--- config.mk ---
export PLATFORM = sky130hd
export DESIGN_NAME = bus_frame_checker_top
export DESIGN_NICKNAME = d
export VERILOG_FILES = /design/src/design/bfc_pkg.sv /design/src/design/bfc_front.sv /design/src/design/bfc_job_fifo.sv /design/src/design/bfc_back.sv /design/src/design/bus_frame_checker_top.sv
export SDC_FILE = /design/constraint.sdc
export NUM_CORES = 1
export LEC_CHECK = 0
export ABC_AREA = 1
export CAP_MARGIN = 25
export CORE_ASPECT_RATIO = 1.2
export CORE_UTILIZATION = 45
export DETAILED_ROUTE_END_ITERATION = 10
export DONT_BUFFER_PORTS = 1
export MAX_ROUTING_LAYER = met4
export SYNTH_ARGS = -nofsm -noshare
export SYNTH_HDL_FRONTEND = slang
export SYNTH_SLANG_ARGS = --single-unit
--- constraint.sdc ---
create_clock -name clock -period 3 [get_ports clock]
set_input_delay 0.6 -clock clock [delete_from_list [all_inputs] [get_ports clock]]
set_output_delay 0.6 -clock clock [all_outputs]
set_load 0.02 [all_outputs]
--- src/design/bfc_pkg.sv ---
// Shared types, constants and the CRC byte update for the bus frame checker.
package bfc_pkg;

   localparam int unsigned HDR_BYTES = 8;
   localparam int unsigned CRC_HDR_SPAN = 6;
   localparam logic [15:0] CRC_INIT = 16'hFFFF;
   localparam logic [15:0] CRC_POLY = 16'h1021;
   localparam logic [15:0] CRC_TOP = 16'h8000;

   localparam logic CSR_MAGIC_FIRST = 1'b0;
   localparam logic CSR_MAGIC_SECOND = 1'b1;

   typedef enum logic [1:0] {
      ST_OK        = 2'd0,
      ST_BAD_MAGIC = 2'd1,
      ST_OVERFLOW  = 2'd2,
      ST_CRC       = 2'd3
   } status_type;

   typedef enum logic [1:0] {
      BK_IDLE,
      BK_PAYLOAD,
      BK_STATUS
   } back_state_type;

   typedef struct packed {
      logic [7:0] data_byte;
      logic       frame_start;
   } req_type;

   typedef struct packed {
      logic       is_status;
      logic [7:0] payload_byte;
      logic [7:0] node_id;
      logic [7:0] command;
      logic [5:0] payload_length;
      status_type status;
      logic       last;
   } rsp_type;

   typedef struct packed {
      status_type status;
      logic [7:0] node;
      logic [7:0] command;
      logic [5:0] length;
      logic       bank;
   } job_type;

   typedef struct packed {
      logic       en;
      logic       bank;
      logic [5:0] idx;
      logic [7:0] data;
   } mem_wr_type;

   // CRC16/CCITT-FALSE update by one byte, MSB first.
   function automatic logic [15:0] crc_feed(input logic [15:0] crc, input logic [7:0] b);
      logic [15:0] c;
      c = crc ^ {b, 8'h00};
      for (int i = 0; i < 8; i++) begin
         if ((c & CRC_TOP) != 16'h0000) begin
            c = (c << 1) ^ CRC_POLY;
         end else begin
            c = c << 1;
         end
      end
      return c;
   endfunction

endpackage

--- src/design/bfc_front.sv ---
// Front end: tracks frame position, runs the CRC, stores payload and judges each frame.
module bfc_front #(
   parameter int unsigned MAX_PAYLOAD_BYTES = 32,
   parameter int unsigned FRAME_BYTES = 40
) (
   input  logic                clock,
   input  logic                reset,
   input  logic                accept,
   input  bfc_pkg::req_type    req,
   input  logic [7:0]          magic_first,
   input  logic [7:0]          magic_second,
   output logic                job_push,
   output bfc_pkg::job_type    job,
   output bfc_pkg::mem_wr_type mem_wr
);

   localparam int unsigned LIMIT = (FRAME_BYTES - bfc_pkg::HDR_BYTES < MAX_PAYLOAD_BYTES) ?
                                   (FRAME_BYTES - bfc_pkg::HDR_BYTES) : MAX_PAYLOAD_BYTES;

   localparam logic [5:0] POS_MAGIC_0 = 6'd0;
   localparam logic [5:0] POS_MAGIC_1 = 6'd1;
   localparam logic [5:0] POS_NODE    = 6'd2;
   localparam logic [5:0] POS_CMD     = 6'd3;
   localparam logic [5:0] POS_LEN_LO  = 6'd4;
   localparam logic [5:0] POS_LEN_HI  = 6'd5;
   localparam logic [5:0] POS_CRC_LO  = 6'd6;
   localparam logic [5:0] POS_CRC_HI  = 6'd7;

   logic [5:0]  pos_ff, pos_in;
   logic [15:0] crc_ff, crc_in;
   logic        magic_good_ff, magic_good_in;
   logic [7:0]  node_ff, node_in;
   logic [7:0]  cmd_ff, cmd_in;
   logic [15:0] raw_len_ff, raw_len_in;
   logic [15:0] rx_crc_ff, rx_crc_in;
   logic        wbank_ff, wbank_in;

   logic [5:0]  pos;
   logic [5:0]  pl_idx;
   logic        in_payload;
   logic        feed_crc;
   logic [15:0] crc_step;
   logic        end_byte;

   always_comb begin
      pos        = req.frame_start ? POS_MAGIC_0 : pos_ff;
      pl_idx     = pos - 6'(bfc_pkg::HDR_BYTES);
      in_payload = pos >= 6'(bfc_pkg::HDR_BYTES);
      feed_crc   = (pos < 6'(bfc_pkg::CRC_HDR_SPAN)) ||
                   (in_payload && ({10'd0, pl_idx} < raw_len_ff));
      crc_step   = bfc_pkg::crc_feed((pos == POS_MAGIC_0) ? bfc_pkg::CRC_INIT : crc_ff,
                                     req.data_byte);
      end_byte   = pos >= 6'(FRAME_BYTES - 1);

      crc_in        = crc_ff;
      magic_good_in = magic_good_ff;
      node_in       = node_ff;
      cmd_in        = cmd_ff;
      raw_len_in    = raw_len_ff;
      rx_crc_in     = rx_crc_ff;

      if (feed_crc) begin
         crc_in = crc_step;
      end
      case (pos)
         POS_MAGIC_0: begin
            magic_good_in = (req.data_byte == magic_first);
         end
         POS_MAGIC_1: begin
            magic_good_in = magic_good_ff && (req.data_byte == magic_second);
         end
         POS_NODE:   node_in = req.data_byte;
         POS_CMD:    cmd_in = req.data_byte;
         POS_LEN_LO: raw_len_in = {raw_len_ff[15:8], req.data_byte};
         POS_LEN_HI: raw_len_in = {req.data_byte, raw_len_ff[7:0]};
         POS_CRC_LO: rx_crc_in = {rx_crc_ff[15:8], req.data_byte};
         POS_CRC_HI: rx_crc_in = {req.data_byte, rx_crc_ff[7:0]};
         default: ;
      endcase

      pos_in   = end_byte ? POS_MAGIC_0 : pos + 6'd1;
      wbank_in = end_byte ? ~wbank_ff : wbank_ff;

      // Judge with the values this byte leaves behind.
      job.node    = node_in;
      job.command = cmd_in;
      job.length  = raw_len_in[5:0];
      job.bank    = wbank_ff;
      if (!magic_good_in) begin
         job.status = bfc_pkg::ST_BAD_MAGIC;
      end else if (raw_len_in > 16'(LIMIT)) begin
         job.status = bfc_pkg::ST_OVERFLOW;
      end else if (crc_in != rx_crc_in) begin
         job.status = bfc_pkg::ST_CRC;
      end else begin
         job.status = bfc_pkg::ST_OK;
      end
      job_push = accept && end_byte;

      mem_wr.en   = accept && in_payload && (pl_idx < 6'(MAX_PAYLOAD_BYTES));
      mem_wr.bank = wbank_ff;
      mem_wr.idx  = pl_idx;
      mem_wr.data = req.data_byte;
   end

   always_ff @(posedge clock) begin
      if (reset) begin
         pos_ff        <= 6'd0;
         crc_ff        <= bfc_pkg::CRC_INIT;
         magic_good_ff <= 1'b1;
         node_ff       <= 8'd0;
         cmd_ff        <= 8'd0;
         raw_len_ff    <= 16'd0;
         rx_crc_ff     <= 16'd0;
         wbank_ff      <= 1'b0;
      end else if (accept) begin
         pos_ff        <= pos_in;
         crc_ff        <= crc_in;
         magic_good_ff <= magic_good_in;
         node_ff       <= node_in;
         cmd_ff        <= cmd_in;
         raw_len_ff    <= raw_len_in;
         rx_crc_ff     <= rx_crc_in;
         wbank_ff      <= wbank_in;
      end
   end

endmodule

--- src/design/bfc_job_fifo.sv ---
// Two-entry queue of judged frames between the front and back ends.
module bfc_job_fifo (
   input  logic             clock,
   input  logic             reset,
   input  logic             push,
   input  bfc_pkg::job_type push_job,
   input  logic             pop,
   output logic             full,
   output logic             empty,
   output bfc_pkg::job_type head
);

   bfc_pkg::job_type slot_ff [2];
   logic       wptr_ff, wptr_in;
   logic       rptr_ff, rptr_in;
   logic [1:0] count_ff, count_in;

   always_comb begin
      full     = count_ff == 2'd2;
      empty    = count_ff == 2'd0;
      head     = slot_ff[rptr_ff];
      wptr_in  = push ? ~wptr_ff : wptr_ff;
      rptr_in  = pop ? ~rptr_ff : rptr_ff;
      count_in = count_ff + {1'b0, push} - {1'b0, pop};
   end

   always_ff @(posedge clock) begin
      if (reset) begin
         wptr_ff  <= 1'b0;
         rptr_ff  <= 1'b0;
         count_ff <= 2'd0;
      end else begin
         wptr_ff  <= wptr_in;
         rptr_ff  <= rptr_in;
         count_ff <= count_in;
      end
   end

   always_ff @(posedge clock) begin
      if (push) begin
         slot_ff[wptr_ff] <= push_job;
      end
   end

endmodule

--- src/design/bfc_back.sv ---
// Back end: payload memory, delivery sequencer and the result queue.
module bfc_back #(
   parameter int unsigned MAX_PAYLOAD_BYTES = 32
) (
   input  logic                clock,
   input  logic                reset,
   input  bfc_pkg::mem_wr_type mem_wr,
   input  logic                job_valid,
   input  bfc_pkg::job_type    job,
   output logic                job_pop,
   input  logic                rsp_pop,
   output logic                rsp_empty,
   output bfc_pkg::rsp_type    rsp_data
);

   localparam int unsigned IDX_W = (MAX_PAYLOAD_BYTES > 1) ? $clog2(MAX_PAYLOAD_BYTES) : 1;
   localparam int unsigned OQ_DEPTH = 4;

   logic [7:0] mem [2][MAX_PAYLOAD_BYTES];
   logic [7:0] rd_data_ff;

   bfc_pkg::back_state_type state_ff, state_in;
   logic [IDX_W-1:0] idx_ff, idx_in;
   logic             last_idx;
   logic             room;
   logic             issue_rd, issue_st;

   logic             stg_valid_ff, stg_valid_in;
   logic             stg_status_ff;
   bfc_pkg::job_type stg_job_ff;
   bfc_pkg::rsp_type stg_item;

   bfc_pkg::rsp_type oq_ff [OQ_DEPTH];
   logic [1:0] oq_wptr_ff, oq_rptr_ff;
   logic [2:0] oq_count_ff, oq_count_in;
   logic       oq_pop;

   // Keep a slot free for whatever is already in the read stage.
   assign room     = (oq_count_ff + {2'd0, stg_valid_ff}) < 3'd3;
   assign last_idx = 6'(idx_ff) == (job.length - 6'd1);

   always_comb begin
      state_in = state_ff;
      case (state_ff)
         bfc_pkg::BK_IDLE: begin
            if (job_valid) begin
               if (job.status == bfc_pkg::ST_OK && job.length != 6'd0) begin
                  state_in = bfc_pkg::BK_PAYLOAD;
               end else begin
                  state_in = bfc_pkg::BK_STATUS;
               end
            end
         end
         bfc_pkg::BK_PAYLOAD: begin
            if (room && last_idx) begin
               state_in = bfc_pkg::BK_STATUS;
            end
         end
         bfc_pkg::BK_STATUS: begin
            if (room) begin
               state_in = bfc_pkg::BK_IDLE;
            end
         end
         default: state_in = bfc_pkg::BK_IDLE;
      endcase
   end

   always_comb begin
      issue_rd = 1'b0;
      issue_st = 1'b0;
      idx_in   = idx_ff;
      case (state_ff)
         bfc_pkg::BK_IDLE: idx_in = '0;
         bfc_pkg::BK_PAYLOAD: begin
            issue_rd = room;
            if (room) begin
               idx_in = idx_ff + 1'b1;
            end
         end
         bfc_pkg::BK_STATUS: issue_st = room;
         default: ;
      endcase
      job_pop      = issue_st;
      stg_valid_in = issue_rd || issue_st;
   end

   always_ff @(posedge clock) begin
      if (reset) begin
         state_ff     <= bfc_pkg::BK_IDLE;
         idx_ff       <= '0;
         stg_valid_ff <= 1'b0;
      end else begin
         state_ff     <= state_in;
         idx_ff       <= idx_in;
         stg_valid_ff <= stg_valid_in;
      end
   end

   always_ff @(posedge clock) begin
      if (stg_valid_in) begin
         stg_status_ff <= issue_st;
         stg_job_ff    <= job;
      end
   end

   always_ff @(posedge clock) begin
      if (mem_wr.en) begin
         mem[mem_wr.bank][mem_wr.idx[IDX_W-1:0]] <= mem_wr.data;
      end
      if (issue_rd) begin
         rd_data_ff <= mem[job.bank][idx_ff];
      end
   end

   always_comb begin
      stg_item.is_status = stg_status_ff;
      stg_item.last      = stg_status_ff;
      stg_item.status    = stg_job_ff.status;
      if (stg_job_ff.status == bfc_pkg::ST_OK) begin
         stg_item.node_id        = stg_job_ff.node;
         stg_item.command        = stg_job_ff.command;
         stg_item.payload_length = stg_job_ff.length;
      end else begin
         stg_item.node_id        = 8'd0;
         stg_item.command        = 8'd0;
         stg_item.payload_length = 6'd0;
      end
      stg_item.payload_byte = stg_status_ff ? 8'd0 : rd_data_ff;
   end

   assign rsp_empty   = oq_count_ff == 3'd0;
   assign rsp_data    = oq_ff[oq_rptr_ff];
   assign oq_pop      = rsp_pop && !rsp_empty;
   assign oq_count_in = oq_count_ff + {2'd0, stg_valid_ff} - {2'd0, oq_pop};

   always_ff @(posedge clock) begin
      if (reset) begin
         oq_wptr_ff  <= 2'd0;
         oq_rptr_ff  <= 2'd0;
         oq_count_ff <= 3'd0;
      end else begin
         if (stg_valid_ff) begin
            oq_wptr_ff <= oq_wptr_ff + 2'd1;
         end
         if (oq_pop) begin
            oq_rptr_ff <= oq_rptr_ff + 2'd1;
         end
         oq_count_ff <= oq_count_in;
      end
   end

   always_ff @(posedge clock) begin
      if (stg_valid_ff) begin
         oq_ff[oq_wptr_ff] <= stg_item;
      end
   end

endmodule

--- src/design/bus_frame_checker_top.sv ---
// Top level of the bus frame checker: CSRs, front end, frame queue and back end.
//
// Usage:
//   Requests carry one wire byte of a fixed-size frame on req_data; push a
//   request while req_full is low. frame_start marks byte zero and
//   resynchronises the position; after the last frame byte the next request
//   is byte zero again. Bytes that do not end a frame produce no result.
//   On the last frame byte the frame is judged in the same cycle. A good
//   frame delivers its payload bytes and then a status item (last high);
//   a bad one delivers one status item with the first error found.
//   Results queue up on rsp_data; take one with rsp_pop while rsp_empty is low.
//   A frame's first result passes frame queue, back-end state, read stage and
//   result queue; then one per cycle while rsp_pop is high and rsp_empty low.
//   Throughput: one request per cycle; the two-entry frame queue and the
//   double-banked payload memory let the next frame stream in while the
//   previous one drains, so req_full only rises when two judged frames wait.
//   Write magic_first/magic_second via csr_we/csr_index/csr_wdata when idle.
//   Reset (synchronous) empties all queues and clears both magic registers.
//   If the receiver stalls, results hold and req_full eventually backs up.
module bus_frame_checker_top #(
   parameter int unsigned MAX_PAYLOAD_BYTES = 32,
   parameter int unsigned FRAME_BYTES = 40
) (
   input  logic             clock,
   input  logic             reset,
   input  logic             req_push,
   output logic             req_full,
   input  bfc_pkg::req_type req_data,
   output logic             rsp_empty,
   input  logic             rsp_pop,
   output bfc_pkg::rsp_type rsp_data,
   input  logic             csr_we,
   input  logic             csr_index,
   input  logic [7:0]       csr_wdata
);

   logic [7:0] magic_first_ff;
   logic [7:0] magic_second_ff;

   logic                accept;
   logic                job_push;
   logic                job_pop;
   logic                job_full;
   logic                job_empty;
   bfc_pkg::job_type    new_job;
   bfc_pkg::job_type    head_job;
   bfc_pkg::mem_wr_type mem_wr;

   // Hold new requests while both payload banks belong to waiting frames.
   assign req_full = job_full;
   assign accept   = req_push && !req_full;

   always_ff @(posedge clock) begin
      if (reset) begin
         magic_first_ff  <= 8'd0;
         magic_second_ff <= 8'd0;
      end else if (csr_we) begin
         case (csr_index)
            bfc_pkg::CSR_MAGIC_FIRST:  magic_first_ff <= csr_wdata;
            bfc_pkg::CSR_MAGIC_SECOND: magic_second_ff <= csr_wdata;
            default: ;
         endcase
      end
   end

   // Classify bytes and judge each frame as its last byte arrives.
   bfc_front #(
      .MAX_PAYLOAD_BYTES(MAX_PAYLOAD_BYTES),
      .FRAME_BYTES(FRAME_BYTES)
   ) u_front (
      .clock       (clock),
      .reset       (reset),
      .accept      (accept),
      .req         (req_data),
      .magic_first (magic_first_ff),
      .magic_second(magic_second_ff),
      .job_push    (job_push),
      .job         (new_job),
      .mem_wr      (mem_wr)
   );

   // Decouple judging from delivery.
   bfc_job_fifo u_job_fifo (
      .clock   (clock),
      .reset   (reset),
      .push    (job_push),
      .push_job(new_job),
      .pop     (job_pop),
      .full    (job_full),
      .empty   (job_empty),
      .head    (head_job)
   );

   // Drain payload bytes from the frame's bank, then the status item.
   bfc_back #(
      .MAX_PAYLOAD_BYTES(MAX_PAYLOAD_BYTES)
   ) u_back (
      .clock    (clock),
      .reset    (reset),
      .mem_wr   (mem_wr),
      .job_valid(!job_empty),
      .job      (head_job),
      .job_pop  (job_pop),
      .rsp_pop  (rsp_pop),
      .rsp_empty(rsp_empty),
      .rsp_data (rsp_data)
   );

`ifndef SYNTHESIS
   a_job_push_on_accept: assert property (@(posedge clock) disable iff (reset)
      job_push |-> (req_push && !req_full))
      else $error("frame judged without an accepted request");

   a_job_no_overflow: assert property (@(posedge clock) disable iff (reset)
      job_push |-> (!job_full || job_pop))
      else $error("frame queue overflow");

   a_pop_needs_job: assert property (@(posedge clock) disable iff (reset)
      job_pop |-> !job_empty)
      else $error("back end released a frame it did not hold");

   a_empty_after_reset: assert property (@(posedge clock)
      reset |=> rsp_empty)
      else $error("results present straight after reset");
`endif

endmodule
==> qor.yml, run 1 <==
power:
  pwr-share-comb_pct: 5.3
  ir_worst_vdd_uv: 409.1
  clkPwrFrac_pct: 43.1
  internal_power_uw: 19380
  power_uw: 24700
  power_leakage_uw: 0.01467
  p_sw_share_pct: 21.51
  powerDensity_nw_per_um2: 613.7
  p_sw_uw: 5313
  power_frac_seq_pct: 51.6
hold_path:
  min_path_cells: 2
  min_to: "u_front.crc_ff[14]"
  min_from: "reset"
  hold_class: "in2reg"
global_route:
  antenna_found_initial: 0
  grt_pass1_wl_mm: 135.4
  grt_max_degree: 112
  grt_pass1_vias: 23710
  grt_overflow_total: 0
  grt_usage_pct: 22.83
placed_design:
  placed_area_um2: 37200
  detailed_place_hpwl_mm: 53.24
  gp_congestion: 0.9089
  dp_cells: 4164
  port_buffers: 0
floorplanning:
  io_pins: 59
  core_um2: 76520
  start_util_pct: 45.62
  die_w_um: 256.3
  dieArea_um2: 78710
  fp-row-count: 111
  die_y_um: 307.1
timing:
  fin_crit_sh_pct: 94.90
  period_minus_slack_ns: 2.847
  slew_violations: 0
  fin_tns_setup_ns: 0
  slew_headroom_pct: 36.94
  clock_skew_ns: 0.03035
  worstMarginPinSlew_ns: 0.9459
  finalSetupViolations: 0
  max_freq_mhz: 351.2
  hold_violations: 0
finish:
  drive_gt1_share_pct: 12.21
  n_antenna_cell: 0
  fin_nets: 3286
  multi_input_area_um2: 9445
  fin_util_pct: 52.58
  ff_latch_area_um2: 24040
  final_cells: 4325
  final_cell_area_um2: 40240
  synthToLayoutAreaGrowth_pct: 15.26
  nFillCells: 6535
synth:
  synth_area_leaders: "edfxtp_1 63%, dfxtp_1 6.3%, o21ai_0 6.1%, nor2_1 5.8%, nand2_1 3.7%"
  syn_nets: 3165
  netlist.area_leader.share_pct: 62.53
  syn_inst: 3121
  synth_edf_count: 727
  ys_warn_count: 0
  yosysMostFrequentCell: "edfxtp_1"
  ys_ff_latch: 837
  netlist_top_cells_count: "727 x edfxtp_1, 543 x nor2_1, 423 x o21ai_0"
  synthFlopType: "edfxtp_1"
  synth.distinct_cells: 48
  synth-seq-area-share_pct: 68.84
  ys_async_sr_fraction_pct: 0
  syn_avg_cell_area_um2: 11.19
  netlist_area_um2: 34910
  synth_area_leader_cell: "edfxtp_1"
job:
  cap_violations: 0
worst_setup_path:
  worstReg2RegEnd: "u_job_fifo.slot_ff[0][24]"
  worst-path-max-fanout: 11
  crit_chain: "nand2_4, buf_4, nand2_4, inv_2, nor2_1, inv_1, ha_4, nand2_2, nor3_2, nand2_1, nand2_2, nand2_4, nand2_4, nand2_1, nand3_1, nand2_1, nor2_1, nand3_1, nor2_4, nand3_2, nand2_2, inv_2"
  cpPeakStageDelay_ns: 0.35
  reg2reg_depth: 22
  cp_slowest_cell: "dfxtp_2"
  criticalPathCategory: "reg2reg"
  r2r-start: "u_front.pos_ff[3]"
  cp.required_ns: 3.41
  setup.worst_path.end_class: "flip-flop"
  crit_top_cell: "nand2_4"
  start_kind: "flip-flop"
  ff2ff_setup_slack_ns: 0.15
  crit_arrival_ns: 3.26
drt:
  vias: 24000
  ant_nets: 0
  drtIter0Drc: 1955
  first_pass_iters: 5
  wl_per_cell_um: 20.29
  vias_per_cell: 5.550
  drc: 0
  totalWireLength_mm: 87.77
cts:
  clk_pin_slew_ns: 0.06
  root_buffer: "clkbuf_16"
  cts.sink_count: 837
  cts_tree: "built"
  clk_latency_ns: 0.65
  htreeDepth: 3
  clockBufferDepth: 3
  cts_buffers: 83
outcome:
  status: "completed"
routing by layer:
metal	vias up	part of all wire, %	GRT usage [%]
met5	-	0	-
met2	772	49	37.27
met1	11710	43	29.29
met4	0	3.0	8.133
met3	152	5.6	3.009
li1	11360	-	-
registers in the layout (all words and copies together), names as in the netlist, 3 cells and up, named ones only:
| signal | cells |
|---|---|
| magic_second_ff | 8 |
| u_front.pos_ff | 6 |
| u_back.idx_ff | 5 |
| u_front.cmd_ff | 8 |
| u_back.mem | 512 |
| u_front.crc_ff | 16 |
| u_back.rd_data_ff | 8 |
| u_job_fifo.slot_ff | 50 |
| u_back.oq_count_ff | 3 |
| u_back.stg_job_ff | 22 |
| magic_first_ff | 8 |
| u_front.raw_len_ff | 16 |
| u_front.rx_crc_ff | 16 |
| u_back.oq_ff | 132 |
| u_front.node_ff | 8 |
worst max-delay path by stage:
| stage | cells after the start | endpoint | slack (ns) | start |
|---|---|---|---|---|
| 2_1_floorplan | 22 | u_job_fifo.slot_ff[0][24] | 0.03 | req_data[0] |
| 3_3_place_gp | 24 | u_job_fifo.slot_ff[1][24] | -0.21 | req_data[0] |
| 3_5_place_dp | 24 | u_job_fifo.slot_ff[1][23] | -0.21 | req_data[0] |
| 4_1_cts | 4 | rsp_data[22] | 0.006 | flip-flop |
| 5_1_grt | 23 | u_job_fifo.slot_ff[0][24] | -0.09 | u_front.pos_ff[4] |
| 6_report | 22 | u_job_fifo.slot_ff[0][24] | 0.15 | u_front.pos_ff[3] |
power groups by stage:
stage | registers [µW] | clock network [µW] | logic [µW]
global route | 12800 | 11200 | 1460
floorplan | 13000 | 0 | 936
global placement | 13000 | 0 | 1240
finish | 12700 | 10600 | 1310
CTS | 12700 | 10800 | 1300
detailed placement | 13000 | 0 | 1290
timing repair:
| item | CTS | global route |
|---|---|---|
| pin swaps | 0 | 14 |
| hold endpoints to repair | 10 | 0 |
| resized for setup | 1 | 35 |
| gates cloned | 0 | 3 |
| hold buffers | 1 | 0 |
| setup endpoints to repair | 1 | 19 |
| setup buffers | 0 | 6 |
cells by family (layout without fill, tap and decap cells):
kind of cell / Yosys count / after routing / synth area share, %
XOR/XNOR: 22 / 22 / 0.5519
flip-flops: 837 / 837 / 68.84
AO/OA/AOI/OAI: 767 / 767 / 12.87
buffers and inverters: 411 / 595 / 4.587
adder cells (fa/ha/maj): 21 / 21 / 0.7526
AND/OR/NAND/NOR: 1063 / 1066 / 12.40
cell type report:
cell class | count | share of cell area (%)
tap | 1017 | 3.162
inverter | 233 | 2.201
clock inverter | 46 | 1.272
sequential | 837 | 59.75
timing repair buffer | 211 | 4.415
clock buffer | 105 | 5.727
multi-input combinational | 1876 | 23.47
critical path: cells and delay by family, from the launching register on:
| family | cells | cell delay (ns) |
|---|---|---|
| flip-flops | 1 | 0.35 |
| AND/OR/NAND/NOR | 17 | 1.70 |
| adder cells (fa/ha/maj) | 1 | 0.28 |
| buffers and inverters | 4 | 0.28 |
cell usage in the layout, fill, tap and decap left out, types with 25 or more instances in the layout:
cell / Yosys / final
edfxtp_1: 727 / 727
clkbuf_16: 0 / 87
nand2_1: 348 / 339
nor2_1: 543 / 538
o21ai_0: 423 / 422
buf_4: 5 / 192
o211ai_1: 75 / 75
inv_1: 216 / 209
clkinv_1: 10 / 25
nand3_1: 124 / 122
o221ai_1: 65 / 65
o22ai_1: 126 / 125
a21oi_1: 61 / 61
dfxtp_1: 110 / 104
metrics by stage:
step | setup WS [ns] | hold slack [ns]
final | 0.1530 | 0.05315
after global routing | -0.08847 | 0.04097
after CTS | 0.006168 | 0.01339
after detailed placement | -0.2092 | 0.4543
after global placement | -0.2110 | 0.4491
after floorplan | 0.03372 | 0.4237
Note: power is estimated with default switching activity, not from simulation.
==> inputs of run 2 (changes only) <==
--- a/config.mk
+++ b/config.mk
@@ -5,13 +5,13 @@
 export SDC_FILE = /design/constraint.sdc
 export NUM_CORES = 1
 export LEC_CHECK = 0
-export ABC_AREA = 1
 export CAP_MARGIN = 25
 export CORE_ASPECT_RATIO = 1.2
 export CORE_UTILIZATION = 45
 export DETAILED_ROUTE_END_ITERATION = 10
 export DONT_BUFFER_PORTS = 1
 export MAX_ROUTING_LAYER = met4
+export PLACE_DENSITY_LB_ADDON = 0.08
 export SYNTH_ARGS = -nofsm -noshare
 export SYNTH_HDL_FRONTEND = slang
 export SYNTH_SLANG_ARGS = --single-unit
==> constraint.sdc (replaced) <==
create_clock -name clock -period 2.9 [get_ports clock]
set_input_delay 0.58 -clock clock [delete_from_list [all_inputs] [get_ports clock]]
set_output_delay 0.58 -clock clock [all_outputs]
set_load 0.02 [all_outputs]
==> qor.yml, run 2 <==
finish:
  synthToLayoutAreaGrowth_pct: 17.03
  mostFrequentLayoutCells: "727 x edfxtp_1, 201 x mux4_2, 201 x buf_4"
  multi_input_area_um2: 9294
  drive_gt1_share_pct: 27.71
  nFillCells: 6002
  n_antenna_cell: 0
  fin_nets: 2178
  largest_register_ffs: 512
  final_cell_area_um2: 39500
  ff_latch_area_um2: 24040
  layout_commonest_cell: "edfxtp_1"
  final_cells: 3204
synth:
  synth-seq-area-share_pct: 71.21
  netlist_area_um2: 33750
  synth_edf_count: 727
  synth.distinct_cells: 58
  netlist_top_cells_count: "727 x edfxtp_1, 201 x mux4_2, 142 x nor2_1"
  syn_avg_cell_area_um2: 17.47
  netlist.area_leader.share_pct: 64.68
  syn_inst: 1932
  syn_nets: 1976
  ys_warn_count: 0
  synth_area_leader_cell: "edfxtp_1"
  synth_area_leaders: "edfxtp_1 65%, mux4_2 13%, dfxtp_1 6.5%, nor2_1 1.6%, nand2_1 1.3%"
  synthFlopType: "edfxtp_1"
  yosysMostFrequentCell: "edfxtp_1"
  ys_ff_latch: 837
  ys_async_sr_fraction_pct: 0
timing:
  fin_tns_setup_ns: -4.494
  finalSetupViolations: 14
  hold_violations: 0
  slew_headroom_pct: 38.79
  period_minus_slack_ns: 3.906
  clock_skew_ns: 0.02099
  max_freq_mhz: 256.0
  fin_crit_sh_pct: 134.7
  rsz0062_at_grt: "yes"
  fin_ws_ns: -1.006
  hold_slack_ns: 0.04631
  worstMarginPinSlew_ns: 0.9147
  slew_violations: 0
power:
  powerDensity_nw_per_um2: 765.9
  power_uw: 30250
  ir_worst_vdd_uv: 491.9
  power_leakage_uw: 0.01284
worst_setup_path:
  reg2reg_depth: 12
  worstReg2RegEnd: "u_job_fifo.slot_ff[1][24]"
  setup.worst_path.end_class: "flip-flop"
  criticalPathCategory: "reg2reg"
  crit_path_end: "u_job_fifo.slot_ff[1][24]"
  r2r-start: "u_front.pos_ff[5]"
  start_kind: "flip-flop"
  crit_start: "u_front.pos_ff[5]"
  ff2ff_setup_slack_ns: -1.01
  worst-path-max-fanout: 2
  crit_arrival_ns: 4.29
  cp.required_ns: 3.28
global_route:
  grt_usage_pct: 21.91
  grt_use_met2_pct: 37.62
  grt_pass1_vias: 18490
  grt_busiest_layer: "met2"
  gr-usage-met3_pct: 2.848
  grt_pass1_wl_mm: 119.0
  grt_max_degree: 79
  grt_overflow_total: 0
  grt_use_met1_pct: 27.30
  antenna_found_initial: 0
cts:
  cts_buffers: 85
  cts_tree: "built"
  clk_latency_ns: 0.63
  cts.sink_count: 837
  clockBufferDepth: 3
  clk_pin_slew_ns: 0.06
  htreeDepth: 3
  root_buffer: "clkbuf_16"
floorplanning:
  core_um2: 73920
  die_y_um: 302
  io_pins: 59
  die_w_um: 252
  fp-row-count: 109
  start_util_pct: 45.66
  dieArea_um2: 76100
placed_design:
  detailed_place_hpwl_mm: 50.18
  placed_area_um2: 36600
  gp_congestion: 0.8716
  dp_cells: 3044
  port_buffers: 0
drt:
  wl_per_cell_um: 24.74
  totalWireLength_mm: 79.27
  first_pass_iters: 5
  vias: 17720
  drtIter0Drc: 1258
  ant_nets: 0
  vias_per_cell: 5.530
  drc: 0
job:
  cap_violations: 0
hold_path:
  hold_class: "in2reg"
outcome:
  status: "finished, violations left"
  failed_checks: "setup timing"
## run 2: cell count changes in the layout (fill, tap and decap cells not counted), moves of 44 or more
cell | before | now
o22ai_1 | 125 | 2
o221ai_1 | 65 | 0
o21ai_0 | 422 | 23
inv_1 | 209 | 31
nand2_1 | 339 | 111
nand3_1 | 122 | 33
nor2_1 | 538 | 139
o211ai_1 | 75 | 7
xnor2_1 | 3 | 47
mux4_2 | 0 | 201
## run 2: worst min-delay path by stage
| stage | start | endpoint | slack, ns | cells past startpoint |
|---|---|---|---|---|
| final | req_data[1] | u_back.mem[0][8] | 0.05 | 0 |
| after floorplan | u_front.cmd_ff[0] | u_front.cmd_ff[0] | 0.43 | 2 |
| after global placement | u_front.cmd_ff[7] | u_front.cmd_ff[7] | 0.43 | 2 |
| after global routing | req_data[1] | u_back.mem[0][0] | 0.02 | 0 |
| after CTS | reset | u_front.raw_len_ff[9] | 0.004 | 1 |
| after detailed placement | u_front.node_ff[3] | u_front.node_ff[3] | 0.44 | 2 |
## run 2: critical path, stage by stage (launching register included)
cell and delay (ns):
dfxtp_1 0.32, or3_4 0.38, nand3b_1 0.16, ha_4 0.23, a21oi_4 0.14, o32ai_2 0.12
a2111o_1 0.39, a211o_1 0.28, and3_1 0.18, or4b_4 0.51, or4b_4 0.54, a211o_1 0.24
o21a_1 0.18
## run 2: what timing repair did
item / 4_1_cts / 5_1_grt
endpoints found under the setup margin: 20 / 20
setup buffers: 1 / 0
pin swaps: 1 / 0
gates resized for setup: 10 / 5
hold buffers: 1 / 0
hold endpoints to repair: 30 / 0
## run 2: cell families after synthesis
kind of cell / count (synthesis) / share of synthesized area, %
AND/OR/NAND/NOR: 421 / 5.783
buffers and inverters: 142 / 1.605
AO/OA/AOI/OAI: 178 / 3.474
multiplexers: 248 / 14.94
adder cells (fa/ha/maj): 22 / 0.8082
flip-flops: 837 / 71.21
XOR/XNOR: 84 / 2.180
## run 2: cell type report
cell class	instances	share of cell area [%]
clock buffer	114	5.873
clock inverter	44	1.207
inverter	31	0.2946
multi-input combinational	953	23.53
sequential	837	60.87
tap	999	3.165
timing repair buffer	226	5.065
## run 2: where the power goes
part / leakage (µW) / switching (µW) / internal (µW)
Sequential: 0.00743 / 269 / 13900
Combinational: 0.00406 / 2770 / 2320
Clock: 0.00134 / 4590 / 6440
Total: 0.0128 / 7630 / 22600
## run 2: metrics by stage
step	setup WS (ns)	utilization, %
3_5_place_dp	-1.144	49.51
5_1_grt	-1.119	53.43
4_1_cts	-1.007	53.40
6_report	-1.006	53.43
2_1_floorplan	-1.162	-
3_3_place_gp	-1.096	49.51
## run 2: metal layers
layer  share of wire [%]  vias up
met5                   0        -
met4                 2.0        0
met3                 4.2      101
met2                  52      377
met1                  42     9234
li1                    -     8007
